## config.mk

```make
export PLATFORM = sky130hd
export DESIGN_NAME = mbe_cfg_regs
export DESIGN_NICKNAME = d
export VERILOG_FILES = /design/src/mandelbrot_escape_time_defines.svh /design/src/mbe_pkg.sv /design/src/mbe_cfg_regs.sv
export SDC_FILE = /design/constraint.sdc
export NUM_CORES = 1
export LEC_CHECK = 0
export BUFFER_PORTS_ARGS = -buffer_cell sky130_fd_sc_hd__buf_2
export CAP_MARGIN = 20
export CORE_UTILIZATION = 53
export CTS_CLUSTER_SIZE = 12
export DETAILED_ROUTE_END_ITERATION = 12
export PLACE_DENSITY = 0.91
export SYNTH_ARGS = -nofsm -noshare
export SYNTH_HDL_FRONTEND = slang
export SYNTH_SLANG_ARGS = --single-unit
export TNS_END_PERCENT = 10
```

## constraint.sdc

```tcl
create_clock -name i_clk -period 3.22 [get_ports i_clk]
set_clock_uncertainty 0.2 [all_clocks]
set_input_delay 0.322 -clock i_clk [delete_from_list [all_inputs] [get_ports i_clk]]
set_output_delay 0.322 -clock i_clk [all_outputs]
set_load 0.02 [all_outputs]
```

## src/mandelbrot_escape_time_defines.svh

```systemverilog
// Assertion macros shared by the escape-time modules.
`ifndef MANDELBROT_ESCAPE_TIME_DEFINES_SVH
`define MANDELBROT_ESCAPE_TIME_DEFINES_SVH

`ifndef SYNTHESIS
`define MBE_ASSERT_IMPLIES(label, clk, rst_n, cond, expr) \
    label: assert property (@(posedge clk) disable iff (!(rst_n)) (cond) |-> (expr)) \
        else $error("assertion failed: same-cycle implication");
`define MBE_ASSERT_NEXT(label, clk, rst_n, cond, expr) \
    label: assert property (@(posedge clk) disable iff (!(rst_n)) (cond) |=> (expr)) \
        else $error("assertion failed: next-cycle implication");
`else
`define MBE_ASSERT_IMPLIES(label, clk, rst_n, cond, expr)
`define MBE_ASSERT_NEXT(label, clk, rst_n, cond, expr)
`endif

`endif

```

## src/mbe_pkg.sv

```systemverilog
// Types, constants and helper functions of the escape-time block.
package mbe_pkg;

    localparam int FRAC_BITS    = 28;
    localparam int PALETTE_SIZE = 16;
    localparam int COORD_W      = 9;
    localparam int CNT_W        = 16;
    localparam int VAL_W        = 32;
    localparam int STEP_W       = 31;
    localparam int PAL_W        = 4;
    localparam int CFG_IDX_W    = 8;
    localparam int CFG_DATA_W   = 32;

    localparam int PROD_W = 2 * VAL_W;
    localparam int SQ_W   = PROD_W - FRAC_BITS;
    localparam int XY_W   = SQ_W + 1;
    localparam int SUM_W  = SQ_W + 2;
    localparam int MAP_W  = COORD_W + STEP_W;
    localparam int WIDE_W = MAP_W + 2;

    localparam logic [CFG_IDX_W-1:0] CFG_MAX_ITER    = CFG_IDX_W'(0);
    localparam logic [CFG_IDX_W-1:0] CFG_ORIGIN_REAL = CFG_IDX_W'(1);
    localparam logic [CFG_IDX_W-1:0] CFG_ORIGIN_IMAG = CFG_IDX_W'(2);
    localparam logic [CFG_IDX_W-1:0] CFG_STEP_SIZE   = CFG_IDX_W'(3);

    localparam logic [CNT_W-1:0]         RST_MAX_ITER    = CNT_W'(100);
    localparam logic signed [VAL_W-1:0]  RST_ORIGIN_REAL = -VAL_W'(536870912);
    localparam logic signed [VAL_W-1:0]  RST_ORIGIN_IMAG = -VAL_W'(300647711);
    localparam logic [STEP_W-1:0]        RST_STEP_SIZE   = STEP_W'(1294961);

    localparam logic signed [XY_W-1:0] MAG_LIMIT = XY_W'(4) <<< FRAC_BITS;

    localparam logic signed [WIDE_W-1:0] SAT_HI =
        {{(WIDE_W-VAL_W+1){1'b0}}, {(VAL_W-1){1'b1}}};
    localparam logic signed [WIDE_W-1:0] SAT_LO =
        {{(WIDE_W-VAL_W+1){1'b1}}, {(VAL_W-1){1'b0}}};

    typedef enum logic [2:0] {
        S_IDLE,
        S_MAP,
        S_MUL,
        S_STEP,
        S_DONE
    } t_state;

    typedef struct packed {
        logic [CNT_W-1:0]        max_iter;
        logic signed [VAL_W-1:0] origin_real;
        logic signed [VAL_W-1:0] origin_imag;
        logic [STEP_W-1:0]       step_size;
    } t_cfg;

    typedef struct packed {
        logic load;
        logic map;
        logic mul;
        logic step;
        logic emit;
    } t_dp_cmd;

    typedef struct packed {
        logic at_max;
        logic over;
        logic out_free;
    } t_dp_sts;

    function automatic logic signed [VAL_W-1:0] sat32(input logic signed [WIDE_W-1:0] v);
        logic signed [VAL_W-1:0] r;
        if (v > SAT_HI) begin
            r = SAT_HI[VAL_W-1:0];
        end else if (v < SAT_LO) begin
            r = SAT_LO[VAL_W-1:0];
        end else begin
            r = v[VAL_W-1:0];
        end
        return r;
    endfunction

endpackage

```

## src/mbe_cfg_regs.sv

```systemverilog
// Configuration register file of the escape-time block.
module mbe_cfg_regs (
    input  logic                          i_clk,
    input  logic                          i_rst_n,
    input  logic                          i_cfg_valid,
    output logic                          o_cfg_ready,
    input  logic [mbe_pkg::CFG_IDX_W-1:0] i_cfg_index,
    input  logic [mbe_pkg::CFG_DATA_W-1:0] i_cfg_data,
    output mbe_pkg::t_cfg                 o_cfg
);
    import mbe_pkg::*;

    t_cfg r_cfg;

    assign o_cfg_ready = 1'b1;
    assign o_cfg       = r_cfg;

    always_ff @(posedge i_clk) begin
        if (!i_rst_n) begin
            r_cfg.max_iter    <= RST_MAX_ITER;
            r_cfg.origin_real <= RST_ORIGIN_REAL;
            r_cfg.origin_imag <= RST_ORIGIN_IMAG;
            r_cfg.step_size   <= RST_STEP_SIZE;
        end else if (i_cfg_valid) begin
            case (i_cfg_index)
                CFG_MAX_ITER:    r_cfg.max_iter    <= i_cfg_data[CNT_W-1:0];
                CFG_ORIGIN_REAL: r_cfg.origin_real <= $signed(i_cfg_data[VAL_W-1:0]);
                CFG_ORIGIN_IMAG: r_cfg.origin_imag <= $signed(i_cfg_data[VAL_W-1:0]);
                CFG_STEP_SIZE:   r_cfg.step_size   <= i_cfg_data[STEP_W-1:0];
                default: begin
                end
            endcase
        end
    end

endmodule

```

==> impl_metrics.toml <==
[sta]
setup_viol = 0
setup_tns_ns = 0
worstMarginPinSlew_ns = 0.582
post-route-min-period_ns = 1.67
min_period_over_period_pct = 51.9
slew_headroom_pct = 61.2
fmax_mhz = 599
finalHoldViolCount = 0
rsz0062_at_grt = "false"
slew_viol_final = 0

[setup_path]
cp_cell_sequence = "buf_2, nor3_1, and4bb_2, mux2i_1"
critPathMaxFanout = 16
cp_data_required_time_ns = 3.30
slowest_delay_ns = 0.69
crit_family = "simple AND/OR/NAND/NOR gates"
cp.arrival_ns = 1.75
crit_type = "in -> reg"
crit_buf_inv = 1
critPathLaunchType = "primary input"
cp_slowest_cell = "and4bb_2"
cp-end-kind = "flip-flop"

[job]
maxCapViolations = 0

[pwr]
p_leak_uw = 0.00267
vdd.ir_drop.worst_uv = 225
power_uw = 2330
cellPowerDensity_nw_per_um2 = 436

[floorplanning]
die_w_um = 92.8
std_cell_rows = 32
die_h_um = 92.8
core_area_um2 = 7850
start_util_pct = 55.6
num_io_pins = 155
die-area_um2 = 8610

[cells_and_area]
area.growth.synth_to_final_pct = 22.3
insertedDiodeCount = 0
largest_reg_flops = 111
fin_util_pct = 68.1
final_common_cell = "buf_2"
layout_common_cells = "buf_2 (152), mux2i_1 (111), dfxtp_1 (111)"
finish.net_count = 607
drive_above_1_share_pct = 31.5

[detailed_routing]
drtIter0Drc = 76
drt_wl_total_um = 9490
vias = 3323
dr.pass1.iters = 4
drc_errors = 0
via_per_inst = 4.95
wl_per_cell_um = 14.1
ant_nets = 0

[place]
place_congestion = 0.765
place.port_buffers = 153
dp_hpwl_um = 6700

[synthesis]
avgSynthCellArea_um2 = 10.3
yosys_register_bits = 111
ys_types = 15
postSynthCellCount = 424
ys_seq_area_share_pct = 50.9
syn_area_um2 = 4370
ys.warnings.count = 0
syn-num-nets = 467

[clocking]
clockBufferDepth = 2
hold_buffers = 1
ctsResizeCount = 0
cts_htree_levels = 3
cts_tree = "built"
clock_latency_ns = 0.34
cts_made_buffers = 9
root_buffer = "clkbuf_8"
cts_setup_buffers = 0
clk_pin_slew_ns = 0.11
cts.sinks = 111

[hold_path]
min_path_type = "in -> reg"

[status]
status = "finished, final reports clean"

[global_route]
grt_first_pass_wirelength_um = 15200
overflow = 0
grt_max_degree = 68
grt_usage_pct = 22.1
grt_pass1_vias = 3159
antenna_found_initial = 0
worst register-to-register path, stage by stage, from the launching register on:
cell,delay (ns)
dfxtp_1,0.32
nor2b_1,0.13
mux2i_1,0.10
layer usage:
metal	share of wire, %	GRT usage, %	vias up
li1	-	-	1663
met1	44	27.5	1534
met2	49	37.8	115
met3	6.2	4.68	11
met4	1.4	7.56	0
met5	0	0	-
area by class of cell:
class / instances / area [um2]
clock buffer: 9 / 124
clock inverter: 7 / 77.6
fill: 631 / 2510
multi-input combinational: 282 / 1940
sequential: 111 / 2220
tap: 102 / 128
timing repair buffer: 160 / 848
path summary, 6_finish.rpt:
check	cells past startpoint	startpoint	to	slack, ns
max	4	i_cfg_index[5]	o_cfg[95]	1.55
min	3	i_cfg_data[6]	o_cfg[69]	0.02
max reg2reg	2	o_cfg[37]	o_cfg[37]	2.36
min reg2reg	2	o_cfg[70]	o_cfg[70]	0.26
synth_stat cells, drive strengths merged:
library cell / number / area share (%)
nor3: 1 / 0.11
nand4b: 1 / 0.34
nand4: 1 / 0.14
mux2i: 111 / 25
nor2b: 55 / 7.9
dfxtp: 111 / 51
conb: 1 / 0.086
buf: 13 / 3.1
nor4b: 1 / 0.54
and4b: 1 / 0.23
and4bb: 1 / 0.29
nand2: 109 / 9.4
clkbuf: 18 / 1.5
power by group:
group	leakage (uW)	total (uW)	switching [uW]	internal, uW
logic	0.00168	112	65.1	46.8
clock network	0.000101	841	472	369
registers	0.000895	1370	0.869	1370
cell families after synthesis:
family | synth area share, %
multiplexers | 25.4
buffers and inverters | 4.67
flip-flops | 50.9
other | 0.0859
AND/OR/NAND/NOR | 18.9
metrics by stage:
stage	hold slack (ns)	setup slack (ns)	instances	cell area [um2]
5_1_grt	0.0201	1.43	671	5340
3_5_place_dp	0.243	1.21	654	5130
2_1_floorplan	0.261	1.61	424	4370
3_3_place_gp	0.239	1.27	654	5130
4_1_cts	0.00785	1.59	671	5340
6_report	0.0210	1.55	671	5340
No activity file was read; power rests on OpenSTA's default activity.
