File: config.mk
export PLATFORM = sky130hd
export DESIGN_NAME = mbe_ctrl
export DESIGN_NICKNAME = d
export VERILOG_FILES = /design/src/mbe_pkg.sv /design/src/mbe_ctrl.sv
export VERILOG_INCLUDE_DIRS = /design/src /design/src/src
export SDC_FILE = /design/constraint.sdc
export NUM_CORES = 1
export LEC_CHECK = 0
export BUFFER_PORTS_ARGS = -buffer_cell sky130_fd_sc_hd__clkbuf_2
export CAP_MARGIN = 10
export CORE_AREA = 2 2 39 41
export DETAILED_ROUTE_END_ITERATION = 12
export DIE_AREA = 0 0 41 43
export GPL_ROUTABILITY_DRIVEN = 0
export SYNTH_ARGS = -nofsm -noshare
export SYNTH_HDL_FRONTEND = slang
export SYNTH_SLANG_ARGS = --single-unit
File: constraint.sdc
create_clock -name i_clk -period 1.5 [get_ports i_clk]
set_input_delay 0.3 -clock i_clk [delete_from_list [all_inputs] [get_ports i_clk]]
set_output_delay 0.3 -clock i_clk [all_outputs]
set_load 0.01 [all_outputs]
File: src/mandelbrot_escape_time_defines.svh
// Assertion macros shared by the escape-time modules.
`ifndef MANDELBROT_ESCAPE_TIME_DEFINES_SVH
`define MANDELBROT_ESCAPE_TIME_DEFINES_SVH

`ifndef SYNTHESIS
`define MBE_ASSERT_IMPLIES(label, clk, rst_n, cond, expr) \
    label: assert property (@(posedge clk) disable iff (!(rst_n)) (cond) |-> (expr)) \
        else $error("assertion failed: same-cycle implication");
`define MBE_ASSERT_NEXT(label, clk, rst_n, cond, expr) \
    label: assert property (@(posedge clk) disable iff (!(rst_n)) (cond) |=> (expr)) \
        else $error("assertion failed: next-cycle implication");
`else
`define MBE_ASSERT_IMPLIES(label, clk, rst_n, cond, expr)
`define MBE_ASSERT_NEXT(label, clk, rst_n, cond, expr)
`endif

`endif

File: src/mbe_pkg.sv
// Types, constants and helper functions of the escape-time block.
package mbe_pkg;

    localparam int FRAC_BITS    = 28;
    localparam int PALETTE_SIZE = 16;
    localparam int COORD_W      = 9;
    localparam int CNT_W        = 16;
    localparam int VAL_W        = 32;
    localparam int STEP_W       = 31;
    localparam int PAL_W        = 4;
    localparam int CFG_IDX_W    = 8;
    localparam int CFG_DATA_W   = 32;

    localparam int PROD_W = 2 * VAL_W;
    localparam int SQ_W   = PROD_W - FRAC_BITS;
    localparam int XY_W   = SQ_W + 1;
    localparam int SUM_W  = SQ_W + 2;
    localparam int MAP_W  = COORD_W + STEP_W;
    localparam int WIDE_W = MAP_W + 2;

    localparam logic [CFG_IDX_W-1:0] CFG_MAX_ITER    = CFG_IDX_W'(0);
    localparam logic [CFG_IDX_W-1:0] CFG_ORIGIN_REAL = CFG_IDX_W'(1);
    localparam logic [CFG_IDX_W-1:0] CFG_ORIGIN_IMAG = CFG_IDX_W'(2);
    localparam logic [CFG_IDX_W-1:0] CFG_STEP_SIZE   = CFG_IDX_W'(3);

    localparam logic [CNT_W-1:0]         RST_MAX_ITER    = CNT_W'(100);
    localparam logic signed [VAL_W-1:0]  RST_ORIGIN_REAL = -VAL_W'(536870912);
    localparam logic signed [VAL_W-1:0]  RST_ORIGIN_IMAG = -VAL_W'(300647711);
    localparam logic [STEP_W-1:0]        RST_STEP_SIZE   = STEP_W'(1294961);

    localparam logic signed [XY_W-1:0] MAG_LIMIT = XY_W'(4) <<< FRAC_BITS;

    localparam logic signed [WIDE_W-1:0] SAT_HI =
        {{(WIDE_W-VAL_W+1){1'b0}}, {(VAL_W-1){1'b1}}};
    localparam logic signed [WIDE_W-1:0] SAT_LO =
        {{(WIDE_W-VAL_W+1){1'b1}}, {(VAL_W-1){1'b0}}};

    typedef enum logic [2:0] {
        S_IDLE,
        S_MAP,
        S_MUL,
        S_STEP,
        S_DONE
    } t_state;

    typedef struct packed {
        logic [CNT_W-1:0]        max_iter;
        logic signed [VAL_W-1:0] origin_real;
        logic signed [VAL_W-1:0] origin_imag;
        logic [STEP_W-1:0]       step_size;
    } t_cfg;

    typedef struct packed {
        logic load;
        logic map;
        logic mul;
        logic step;
        logic emit;
    } t_dp_cmd;

    typedef struct packed {
        logic at_max;
        logic over;
        logic out_free;
    } t_dp_sts;

    function automatic logic signed [VAL_W-1:0] sat32(input logic signed [WIDE_W-1:0] v);
        logic signed [VAL_W-1:0] r;
        if (v > SAT_HI) begin
            r = SAT_HI[VAL_W-1:0];
        end else if (v < SAT_LO) begin
            r = SAT_LO[VAL_W-1:0];
        end else begin
            r = v[VAL_W-1:0];
        end
        return r;
    endfunction

endpackage

File: src/mbe_ctrl.sv
// Controller state machine sequencing mapping, iteration and result hand-off.
`include "mandelbrot_escape_time_defines.svh"

module mbe_ctrl (
    input  logic              i_clk,
    input  logic              i_rst_n,
    input  logic              i_in_valid,
    output logic              o_in_ready,
    input  mbe_pkg::t_dp_sts  i_sts,
    output mbe_pkg::t_dp_cmd  o_cmd
);
    import mbe_pkg::*;

    t_state r_state;
    t_state n_state;

    always_ff @(posedge i_clk) begin
        if (!i_rst_n) begin
            r_state <= S_IDLE;
        end else begin
            r_state <= n_state;
        end
    end

    always_comb begin
        n_state = r_state;
        case (r_state)
            S_IDLE: begin
                if (i_in_valid) begin
                    n_state = S_MAP;
                end
            end
            S_MAP:  n_state = S_MUL;
            S_MUL:  n_state = S_STEP;
            S_STEP: begin
                if (i_sts.at_max || i_sts.over) begin
                    n_state = S_DONE;
                end else begin
                    n_state = S_MUL;
                end
            end
            S_DONE: begin
                if (i_sts.out_free) begin
                    n_state = S_IDLE;
                end
            end
            default: n_state = S_IDLE;
        endcase
    end

    always_comb begin
        o_cmd      = '0;
        o_in_ready = 1'b0;
        case (r_state)
            S_IDLE: begin
                o_in_ready = 1'b1;
                o_cmd.load = i_in_valid;
            end
            S_MAP:  o_cmd.map = 1'b1;
            S_MUL:  o_cmd.mul = 1'b1;
            S_STEP: o_cmd.step = !i_sts.at_max && !i_sts.over;
            S_DONE: o_cmd.emit = i_sts.out_free;
            default: begin
            end
        endcase
    end

    `MBE_ASSERT_NEXT(a_load_map, i_clk, i_rst_n, i_in_valid && o_in_ready, r_state == S_MAP)
    `MBE_ASSERT_IMPLIES(a_ready_idle, i_clk, i_rst_n, o_in_ready, !o_cmd.emit && !o_cmd.step)
    `MBE_ASSERT_NEXT(a_emit_idle, i_clk, i_rst_n, o_cmd.emit, r_state == S_IDLE)

endmodule

==> results.md, run 1 <==
- Outcome: completed
- CP startpoint kind: flop
- Core ar.: 1380 um2
- Async SR Flop Fraction: 0
- Int Power: 0.000211 W
- Placed Area: 253 um2
- 1st-iter DRT viols: 1
- VDD IR-drop max: 213 uV
- Synth area leaders: dfxtp_1, o32ai_2, nand3b_1, nor3b_1, nor4_1
- Worst Hold End: r_state[2]
- Seq pwr share: 0.334
- FP Rows: 14
- HP Start: i_sts[0]
- CP endpoint kind: primary output
- Critical path required time: 1.20 ns
- Average size of a mapped cell: 8.53 um2
- Nets@finish: 42
- Biggest register: r_state
- Combinational Power Share: 0.170
- IO Count: 12
- Latest clock arrival within the worst-skew pair: 0.24 ns
- Number of flip-flops under the largest register name: 3
- Initial core utilization: 0.136
- Slew Limit Fails: 0
- Deepest clock path buffer count: 2
- Post-route antenna net violation count: 0
- Crit share post-route: 0.950
- Reg2reg path depth: 2
- Number of synthesized register bits: 3
- Yosys warns: 0
- Final min period: 1.42 ns
- H-tree Lvls: 1
- Syn nets: 28
- CTS Buf Count: 3
- Reg-to-Reg Start: r_state[2]
- Worst-margin pin slew: 0.260 ns
- Most numerous cell in the Yosys netlist: dfxtp_1
- HPWL after DPL: 338 um
- RSZ-0062 raised after global routing: no
- GRT Util Overall: 0.0602
- Crit path DAT: 1.12 ns
- Synth Flop Type: dfxtp_1
- TNS Setup: 0 ns
- Largest registers: r_state x3
- FILL cells: 161
- Mapped cell area: 188 um2
- Crit-path max FO: 9
- EDFF count, synth: 0
- CTS tree: built
- Kind of critical path: reg -> out
- Reg-to-reg endpoint: r_state[2]
- Synth top area share: 0.320
- DRT Pass-1 Iters: 2
- Port bufs: 11
- DR vias: 208
- Total grt overflow: 0
- Clock-pin slew on the worst setup and hold paths: 0.04 ns
- Relative max-transition margin: 0.826
- # diodes: 0
- Vias per cell: 4.08
- Crit-path cells: nor3_1, and2_1, clkbuf_2
- Initial antenna violation count: 0
- Reg2reg setup slack: 0.39 ns
- # resized after CTS: 0
- Root Buffer: clkbuf_4
- Sequential area share after synthesis: 0.320
- Sw Pwr: 0.0000797 W
- Final WL: 434 um
- Die area: 1760 um2
- Max stage delay on crit path: 0.37 ns
- Power share of the clock group: 0.496
- Biggest area consumer among synthesized cells: dfxtp_1
- Cell variety after synth: 14
- Die Span Y: 43 um
- Post-layout instance area: 279 um2
- Leakage power total: 0.130 nW
- Drt drc: 0
- Post-DR wirelength/cell: 8.51 um
- CP top delay family: simple AND/OR/NAND/NOR gates
- Post-CTS Setup Bufs: 0
- Net Sw Frac: 0.275
- Worst Path Buf+Inv: 1
- Pwr/cell area: 1040 nW/um2
- Max-Cap Viols: 0
- Post-Syn Instances: 22
- Clk_skew: 0.00434 ns
- Ratio of cells with drive above 1 in the final layout: 0.457
- Hold depth: 2
- Global-route wire length before repair: 648 um
- CTS Hold Bufs: 0
- Largest net degree at the start of global routing: 10
- Hold Fails Final Rpt: 0
- Layout overhead on the synthesized area: 48.7%
- Die Span X: 41 um
- Slowest CP cell: dfxtp_1
- Clock Sinks: 3
- Fmax: 702 MHz
- Vias in the first global route: 190
- Final setup fails: 0
- Hold Crit Class: in -> reg
-- placed cells by master, fill, tap and decap left out --
cell type	n
inv_1	1
o32ai_2	1
clkbuf_2	11
clkbuf_1	1
o21ai_0	1
or3b_1	1
nand3b_1	2
nor4_1	2
and3_2	1
o211a_1	1
clkbuf_4	3
and2_1	1
nor3b_1	2
nor3_1	2
nor2_1	2
dfxtp_1	3
-- kinds of logic after synthesis --
family / share of synthesized area
and+or+nand+nor: 0.440
DFF: 0.320
AOI/OAI and AO/OA: 0.167
buffers and inverters: 0.0733
-- stage by stage --
step / hold WS (ns) / worst slack (ns) / cells / util / power [W]
after detailed placement: 0.536 / 0.312 / 47 / 0.183 / 0.000148
after CTS: 0.285 / 0.0612 / 51 / 0.202 / 0.000296
final: 0.287 / 0.0757 / 51 / 0.202 / 0.000290
after global routing: 0.293 / 0.0130 / 51 / 0.202 / 0.000307
after global placement: 0.535 / 0.326 / 47 / 0.183 / 0.000148
after floorplan: 0.417 / 0.201 / 22 / - / 0.000127
-- worst max-delay path by stage --
stage,from,endpoint,slack (ns),cells after the start
finish,r_state[1],o_cmd[4],0.08,3
CTS,r_state[1],o_cmd[4],0.06,3
global placement,r_state[1],o_cmd[4],0.33,3
detailed placement,r_state[1],o_cmd[4],0.31,3
floorplan,r_state[1],o_cmd[4],0.20,3
global route,r_state[1],o_cmd[0],0.01,3
-- final cells by class --
type	count	area, um2	area share
clock buffers	4	26.3	0.0942
inverters	1	3.75	0.0135
multi-input cells	16	114	0.408
flip-flops and latches	3	60.1	0.215
well taps	16	20.0	0.0717
repair buffers	11	55.1	0.197
-- power by group through the flow --
stage                     sequential (W)  combinational (W)  clock, W
after global routing           0.0000984          0.0000544  0.000154
final                          0.0000970          0.0000492  0.000144
after CTS                      0.0000970          0.0000502  0.000149
after floorplan                0.0000884          0.0000389         0
after detailed placement       0.0000981          0.0000502         0
after global placement         0.0000981          0.0000494         0
-- per-layer routing --
metal / vias to the layer above / track usage / share of wire
li1: 107 / - / -
met1: 91 / 0.0577 / 0.38
met2: 8 / 0.0719 / 0.50
met3: 2 / 0.0366 / 0.074
met4: 0 / 0.0800 / 0.044
met5: - / 0 / 0
No activity file was read; power rests on OpenSTA's default activity.
==> run 2: changes to the inputs <==
--- a/config.mk
+++ b/config.mk
@@ -9,6 +9,7 @@
 export BUFFER_PORTS_ARGS = -buffer_cell sky130_fd_sc_hd__clkbuf_2
 export CAP_MARGIN = 10
 export CORE_AREA = 2 2 39 41
+export CTS_BUF_LIST = sky130_fd_sc_hd__clkbuf_2 sky130_fd_sc_hd__clkbuf_4 sky130_fd_sc_hd__clkbuf_8
 export DETAILED_ROUTE_END_ITERATION = 12
 export DIE_AREA = 0 0 41 43
 export GPL_ROUTABILITY_DRIVEN = 0
==> constraint.sdc (replaced) <==
create_clock -name i_clk -period 1.15 [get_ports i_clk]
set_input_delay 0.23 -clock i_clk [delete_from_list [all_inputs] [get_ports i_clk]]
set_output_delay 0.23 -clock i_clk [all_outputs]
set_load 0.01 [all_outputs]
==> run 2 against run 1 <==
The run now ends with setup timing left. Sequential share of layout area shrank 0.096 points. Hold slack lost 0.058 ns. Via count grew 9.6%. Clock power grew 50%.
==> results.md, run 2 (synthesis results as in run 1) <==
- Outcome: finished with violations (was completed)
- Failing checks: setup timing
- Leakage power total: 0.161 nW (was 0.130 nW)
- Die Span Y: 43 um (unchanged)
- 1st-iter DRT viols: 4 (was 1)
- Clock Sinks: 3 (unchanged)
- RSZ-0062 raised after global routing: yes (was no)
- FF/Latch Area: 71.3 um2 (was 60.1 um2)
- Largest net degree at the start of global routing: 9 (was 10)
- H-tree Lvls: 1 (unchanged)
- Net Sw Frac: 0.276 (was 0.275)
- Port bufs: 11 (unchanged)
- CTS Buf Count: 3 (unchanged)
- FP Rows: 14 (unchanged)
- Latest clock arrival within the worst-skew pair: 0.24 ns (about the same)
- Relative max-transition margin: 0.839 (was 0.826)
- Kind of critical path: reg -> out (unchanged)
- CTS tree: built (unchanged)
- Post-route antenna net violation count: 0 (unchanged)
- Clock-pin slew on the worst setup and hold paths: 0.04 ns (about the same)
- Global-route wire length before repair: 869 um (was 648 um)
- Nets@finish: 45 (was 42)
- Layout overhead on the synthesized area: 77.3% (was 48.7%)
- Initial core utilization: 0.136 (unchanged)
- Int Power: 0.000310 W (was 0.000211 W)
- Largest registers: r_state x3 (unchanged)
- GRT Util Overall: 0.0802 (was 0.0602)
- Crit share post-route: 1.10
- Ratio of cells with drive above 1 in the final layout: 0.684 (was 0.457)
- Drt drc: 0 (unchanged)
- Most frequent cells in the layout: clkbuf_2, buf_2, clkbuf_4, dfxtp_4 (was clkbuf_2, clkbuf_4, dfxtp_1)
- Critical path required time: 0.92 ns (was 1.20 ns)
- Crit path DAT: 1.04 ns (was 1.12 ns)
- VDD IR-drop max: 242 uV (was 213 uV)
- Seq pwr share: 0.300 (was 0.334)
- Final setup fails: 6 (was 0)
- Combinational Power Share: 0.196 (was 0.170)
- Number of flip-flops under the largest register name: 3 (unchanged)
- Initial antenna violation count: 0 (unchanged)
- Hold Fails Final Rpt: 0 (unchanged)
- Post-DR wirelength/cell: 10.8 um (was 8.51 um)
- Worst Hold End: r_state[2] (unchanged)
- Multi-input gate area: 133 um2 (was 114 um2)
- Setup ws final: -0.117 ns (was 0.0757 ns)
- Final min period: 1.27 ns
- Slowest CP cell: dfxtp_4 (was dfxtp_1)
- Vias in the first global route: 207 (was 190)
- Crit-path cells: nor3_4, and2_1, buf_2 (was nor3_1, and2_1, clkbuf_2)
- Hold depth: 2 (unchanged)
- Crit-path max FO: 6 (was 9)
- Reg-to-reg endpoint: r_state[2] (unchanged)
- HP Start: i_sts[0] (unchanged)
- Clk_skew: 0.00271 ns (was 0.00434 ns)
- CP endpoint kind: primary output (unchanged)
- Reg2reg path depth: 3 (was 2)
- Post-layout instance area: 333 um2 (was 279 um2)
- HPWL after DPL: 340 um (was 338 um)
- IO Count: 12 (unchanged)
- Die area: 1760 um2 (unchanged)
- Sw Pwr: 0.000118 W (was 0.0000797 W)
- Worst-margin pin slew: 0.239 ns (was 0.260 ns)
- Biggest register: r_state (unchanged)
- Reg2reg setup slack: -0.03 ns (was 0.39 ns)
- Root Buffer: clkbuf_4 (unchanged)
- # diodes: 0 (unchanged)
- FILL cells: 162 (was 161)
- Total Power: 0.000428 W (was 0.000290 W)
- Worst Path Buf+Inv: 1 (unchanged)
- Fmax: 790 MHz
- Placed Area: 258 um2 (was 253 um2)
- Core ar.: 1380 um2 (unchanged)
- CP startpoint kind: flop (unchanged)
- DR vias: 228 (was 208)
- Slew Limit Fails: 0 (unchanged)
- Vias per cell: 4.22 (was 4.08)
- Pwr/cell area: 1290 nW/um2 (was 1040 nW/um2)
- Max-Cap Viols: 0 (unchanged)
- DRT Pass-1 Iters: 4 (was 2)
- Die Span X: 41 um (unchanged)
- Hold Crit Class: in -> reg (unchanged)
- Reg-to-Reg Start: r_state[2] (unchanged)
- Final WL: 581 um (was 434 um)
- Power share of the clock group: 0.504 (was 0.496)
- Total grt overflow: 0 (unchanged)
- CTS Hold Bufs: 0 (unchanged)
- Deepest clock path buffer count: 2 (unchanged)
- CP top delay family: flip-flops (was simple AND/OR/NAND/NOR gates)
- Max stage delay on crit path: 0.36 ns (was 0.37 ns)
==> run 2: changes by cell type in the layout (fill, tap and decap cells not counted), sizes merged <==
| cell | previous run | this run |
|---|---|---|
| buf | 0 | 8 |
| clkbuf | 15 | 10 |
==> run 2: power groups by stage <==
stage	Combinational, W	Sequential (W)	Clock [W]
global route	0.0000930	0.000130	0.000230
global placement	0.0000672	0.000129	0
finish	0.0000841	0.000128	0.000216
floorplan	0.0000532	0.000115	0
CTS	0.0000830	0.000127	0.000223
detailed placement	0.0000672	0.000130	0
==> run 2: worst reg2reg max path: stages, from the launching register on <==
cell and delay [ns]:
dfxtp_4 0.39, buf_4 0.14, or3b_1 0.35, o32ai_2 0.21
==> run 2: how the worst max path moves through the flow <==
stage / start / endpoint / cells past startpoint
2_1_floorplan: r_state[1] / o_cmd[4] / 3
3_3_place_gp: r_state[1] / o_cmd[0] / 3
3_5_place_dp: r_state[2] / r_state[2] / 2
4_1_cts: r_state[0] / o_cmd[4] / 3
5_1_grt: r_state[2] / o_cmd[1] / 3
6_report: r_state[0] / o_cmd[4] / 3
==> run 2: area by class of cell <==
class                           instances  share of cell area
Multi-Input combinational cell         16               0.398
Clock buffer                            4              0.0902
Timing Repair Buffer                   14               0.226
Inverter                                1              0.0113
Sequential cell                         3               0.214
Tap cell                               16              0.0602
==> run 2: routing by layer <==
layer,global-route usage,up-vias,share of wire
met1,0.109,103,0.45
met2,0.0875,11,0.47
met3,0,0,0.072
met5,0,-,0
met4,0.120,0,0
li1,-,114,-
==> run 2: metrics by stage <==
stage,instances,TNS (ns),setup slack [ns],utilization,hold slack [ns]
after detailed placement,47,0,0.0105,0.186,0.479
final,54,-0.448,-0.117,0.241,0.230
after CTS,54,-0.520,-0.127,0.239,0.218
after global routing,54,-0.825,-0.179,0.241,0.221
after global placement,47,0,0.0275,0.186,0.468
after floorplan,22,0,0.0292,-,0.347
==> run 2: repair_timing <==
| item | in CTS | in global routing |
|---|---|---|
| setup buffers | 3 | 0 |
| setup endpoints to repair | 6 | 7 |
| pin swaps | 3 | 0 |
| gates resized for setup | 9 | 6 |
